### src/hw/rtl/iira_pkg.sv
`default_nettype none

package iira_pkg;

	localparam int CAPACITY   = 64;
	localparam int WORD_W     = 32;
	localparam int LEN_W      = 7;
	localparam int OP_W       = 3;
	localparam int ST_W       = 2;
	localparam int IDX_W      = $clog2(CAPACITY);
	localparam int TREE_FAN   = 8;
	localparam int TREE_GROUPS = (CAPACITY + TREE_FAN - 1) / TREE_FAN;

	localparam logic [OP_W-1:0] OP_READ   = 3'd0;
	localparam logic [OP_W-1:0] OP_WRITE  = 3'd1;
	localparam logic [OP_W-1:0] OP_INSERT = 3'd2;
	localparam logic [OP_W-1:0] OP_REMOVE = 3'd3;
	localparam logic [OP_W-1:0] OP_RESIZE = 3'd4;
	localparam logic [OP_W-1:0] OP_PUSH   = 3'd5;
	localparam logic [OP_W-1:0] OP_CLEAR  = 3'd6;

	localparam logic [ST_W-1:0] ST_OK    = 2'd0;
	localparam logic [ST_W-1:0] ST_RANGE = 2'd1;
	localparam logic [ST_W-1:0] ST_FULL  = 2'd2;

	// Broadcast from the control to every cell. All enables include the
	// handshake, and all but en also the success of the operation.
	typedef struct packed {
		logic                     en;
		logic                     rd_en;
		logic                     wr_en;
		logic                     ins_en;
		logic                     rem_en;
		logic                     rsz_en;
		logic                     push_en;
		logic [LEN_W-1:0]         pos;
		logic [LEN_W-1:0]         count;
		logic [LEN_W-1:0]         len;
		logic signed [WORD_W-1:0] data;
	} cell_ctl_t;

endpackage

`default_nettype wire

### src/hw/rtl/iira_cell.sv
`default_nettype none

module iira_cell (
	input  wire logic                             clk,
	input  wire logic [iira_pkg::IDX_W-1:0]       cell_index,
	input  wire iira_pkg::cell_ctl_t              ctl,
	input  wire logic signed [iira_pkg::WORD_W-1:0] left_word,
	input  wire logic signed [iira_pkg::WORD_W-1:0] right_word,
	output logic signed [iira_pkg::WORD_W-1:0]    word,
	output logic signed [iira_pkg::WORD_W-1:0]    rd_word
);
	import iira_pkg::*;

	logic [LEN_W-1:0]         idx;
	logic [LEN_W-1:0]         idx_p1;
	logic                     at_pos;
	logic signed [WORD_W-1:0] word_q;
	logic signed [WORD_W-1:0] word_nxt;
	logic signed [WORD_W-1:0] rd_q;

	assign idx    = LEN_W'(cell_index);
	assign idx_p1 = idx + LEN_W'(1);
	assign at_pos = (idx == ctl.pos);

	always_comb begin
		word_nxt = word_q;
		if (ctl.wr_en && at_pos) begin
			word_nxt = ctl.data;
		end else if (ctl.ins_en) begin
			if (at_pos) begin
				word_nxt = ctl.data;
			end else if (idx > ctl.pos && idx <= ctl.count) begin
				word_nxt = left_word;
			end
		end else if (ctl.rem_en) begin
			if (idx >= ctl.pos && idx_p1 < ctl.count) begin
				word_nxt = right_word;
			end
		end else if (ctl.rsz_en) begin
			// Only the newly exposed tail is zeroed.
			if (idx >= ctl.count && idx < ctl.len) begin
				word_nxt = '0;
			end
		end else if (ctl.push_en && idx == ctl.count) begin
			word_nxt = ctl.data;
		end
	end

	always_ff @(posedge clk) begin
		word_q <= word_nxt;
		if (ctl.en) begin
			rd_q <= (ctl.rd_en && at_pos) ? word_q : '0;
		end
	end

	assign word    = word_q;
	assign rd_word = rd_q;

endmodule

`default_nettype wire

### config.mk
export PLATFORM = sky130hd
export DESIGN_NAME = iira_cell
export DESIGN_NICKNAME = d
export VERILOG_FILES = /design/src/hw/rtl/iira_pkg.sv /design/src/hw/rtl/iira_cell.sv
export SDC_FILE = /design/constraint.sdc
export NUM_CORES = 1
export LEC_CHECK = 0
export BUFFER_PORTS_ARGS = -buffer_cell sky130_fd_sc_hd__buf_2
export CORE_ASPECT_RATIO = 1.1
export CORE_MARGIN = 2
export CORE_UTILIZATION = 50
export DETAILED_ROUTE_END_ITERATION = 6
export GPL_ROUTABILITY_DRIVEN = 0
export PLACE_DENSITY_LB_ADDON = 0.25
export SYNTH_ARGS = -nofsm -noshare
export SYNTH_HDL_FRONTEND = slang
export SYNTH_SLANG_ARGS = --single-unit
### constraint.sdc
create_clock -name clk -period 6.3 [get_ports clk]
set_input_delay 0.315 -clock clk [delete_from_list [all_inputs] [get_ports clk]]
set_output_delay 0.315 -clock clk [all_outputs]
set_load 0.02 [all_outputs]
==> metrics.txt <==
Seq/Total Area, Yosys=50.66%; Synth Area in Adders=8.245%; H-tree levels=3; Post-route DRC=0; # IOs=195; met2 Usage GRT=42.11%; R2R Path Start=word[22]; period utilization=a little under half; Worst Clk Skew=9.762 ps; Die Ht=95.36 um; syn_nets=466; grt met3 use=5.281%; area grow syn2layout=31.46%; unrepaired setup endpoints after global routing=no; cts repair resizes=0; placed cell count=574; total congestion overflow=0; die span in x=between 80 and 90 um; worst-margin pin slew=735.6 ps; switching share of power=28.80%; Core Region=7391 um^2; WP data required=between 6000 and 7000 ps; Skew-Pair Late Insertion Delay=around 330 ps; XOR/XNOR share of the synthesized area=less than 1%; GRT Resource Usage Total=24.11%; Clock Root Buffer=clkbuf_8; main flop type after synthesis=edfxtp_1; CP endpoint kind=flop; detailed-route vias per instance=about 5.7; Switching Power=about 320 uW; Avg WL per Cell=between 15 and 20 um; Routed Wire Length=10320 um; post-synth design cell area=3794 um^2; FFs w/ async S/R, synth=0%; outcome=completed; commonest non-fill, non-tap cells in the layout=buf_2 (194), edfxtp_1 (64), inv_1 (49); min cycle time layout=2897 ps; drt pass-1 iters=7; clk sinks=64; setup TNS=0 ps; Pint=approximately 800 uW; CTS clk-pin slew, worst paths=approximately 60 ps; fmax=0.3452 GHz; simple-gate share of the synthesized area=9.532%; worst setup path start=cell_index[0]; share of cells above drive strength 1=about half; vias in the first global route=3213; ANT cells=0; Critical Path End=word[11]; CTS buffer count=9; reg2reg end=rd_word[22]; Syn Inst Count=310; yosys warns=0; DRT iter0 DRCs=approximately 260; initial core utilization=51.33%; min-delay worst type=primary input to flop; Slew headroom=50.96%; Cells on Worst Hold Path=3; final HPWL from detailed placement=7756 um; syn avg cell area=12.24 um^2; worst-case clock buffer depth=2; antenna violations before repair=0; Reg2Reg Depth=1; first-pass GRT wire length=15350 um; Die ar.=8301 um^2; Worst EP arrival=3080 ps; largest net degree at the start of global routing=between 40 and 50; max-cap violations=0; commonest non-fill, non-tap cell in the layout=buf_2; worst vdd ir=0.00009140 V; Fill cells=564; final non-filler cell total=590; Max FO, Critical Path=45; Clk network pwr share=29.6%; nets=654; met1 usage=28.03%; Synth Area in Compound Gates=13.46%; LEAKAGE=around 2.6 nW; mux cell area share after synthesis=9.499%; largest family of logic cells by synthesized area=compound AO/OA/AOI/OAI gates; #FFs+latches synth=64; sequential share of power=48.0%; final hold vios=0; Distinct cells, synth=37; CP Launch Type=primary input; final setup vio count=0; post-CTS setup buffer count=0; Post-synth EDFFs=64; IO Port Bufs=194; power per cell area=225.4 nW/um^2; gr busiest metal=met2; CTS tree=yes; Slew Viols, Final=0; Power Total=1.124 mW; Rows=33; # hold bufs at CTS=0; logic gate share of total power=22.4%; flop-to-flop setup slack=approximately 5400 ps; antenna-violating nets left=0; Worst Path Class, Setup=primary input to flop; vias=about 3300
[worst min path at each step]
stage                               from     endpoint
final                     right_word[30]     word[30]
after global routing      right_word[13]     word[13]
after CTS                 right_word[30]     word[30]
after detailed placement        word[20]  rd_word[20]
after global placement           word[4]   rd_word[4]
after floorplan                  ctl[59]   rd_word[0]
[synthesized netlist by cell type (2+ instances only)]
cell      count  area share, %
nand2_1       2           0.20
a21oi_1       6           0.79
o21ai_0       3           0.40
nand2b_1      3           0.49
mux2_2       32            9.5
inv_1        49            4.8
nor3_1        2           0.26
edfxtp_1     64             51
a211oi_1      2           0.40
a21o_1        3           0.59
buf_2         5           0.66
o21a_1        2           0.40
ha_1         25            8.2
clkbuf_1      9           0.89
nor2_1        5           0.49
o31a_1        2           0.46
buf_4         5           0.99
a222oi_1     32            8.4
and3_1       34            5.6
nand3_1       6           0.79
xnor2_1       3           0.69
[flip-flops by register name, indices dropped and copies added (netlist names)]
| name | flops |
|---|---|
| rd_word | 32 |
| word | 32 |
[through the flow]
step	setup WS, ps	hold slack (ps)	instance area (um^2)	utilization (%)
2_1_floorplan	2970	427.5	3794	-
6_report	3403	276.6	4987	67.48
3_5_place_dp	3091	565.1	4800	64.94
3_3_place_gp	3162	555.8	4800	64.94
4_1_cts	3442	259.3	4987	67.48
5_1_grt	3241	275.9	4987	67.48
[kinds of logic (layout without fill, tap and decap cells)]
logic type                 count (synthesis)  in the layout
adders and majority gates                 25             25
muxes                                     32             32
and+or+nand+nor                           58             58
AOI/OAI and AO/OA                         58             58
buffers and inverters                     69            262
xor gates and xnor gates                   4              4
DFF                                       64             64
[power by group through the flow]
| stage | Clock, mW | Combinational (mW) | Sequential [mW] |
|---|---|---|---|
| 6_report | 0.333 | 0.252 | 0.540 |
| 5_1_grt | 0.355 | 0.274 | 0.543 |
| 4_1_cts | 0.338 | 0.252 | 0.540 |
| 3_5_place_dp | 0 | 0.251 | 0.549 |
| 3_3_place_gp | 0 | 0.245 | 0.547 |
| 2_1_floorplan | 0 | 0.0868 | 0.596 |
[final cells by class]
| class | count | area [um^2] | area share [%] |
|---|---|---|---|
| timing repair buffer | 197 | 993.5 | 19.92 |
| clock inverter | 6 | 60.06 | 1.204 |
| sequential | 64 | 1922 | 38.53 |
| clock buffer | 10 | 127.6 | 2.559 |
| inverter | 49 | 183.9 | 3.688 |
| tap | 87 | 108.9 | 2.183 |
| multi-input combinational | 177 | 1592 | 31.91 |
[critical path, cell delays in order]
cell and delay [ps]:
buf_2 140, inv_1 80, ha_1 300, nand3_1 120
nor2_4 480, buf_4 530, a21bo_2 690, a222oi_1 260
inv_1 120
[metal layers]
| layer | routed length (um) | share of wire, % |
|---|---|---|
| met2 | 5269 | 51 |
| met3 | 858 | 8.3 |
| met1 | 3957 | 38 |
| met4 | 237 | 2.3 |
| met5 | 0 | 0 |
Power figures use the tool's default switching activity.
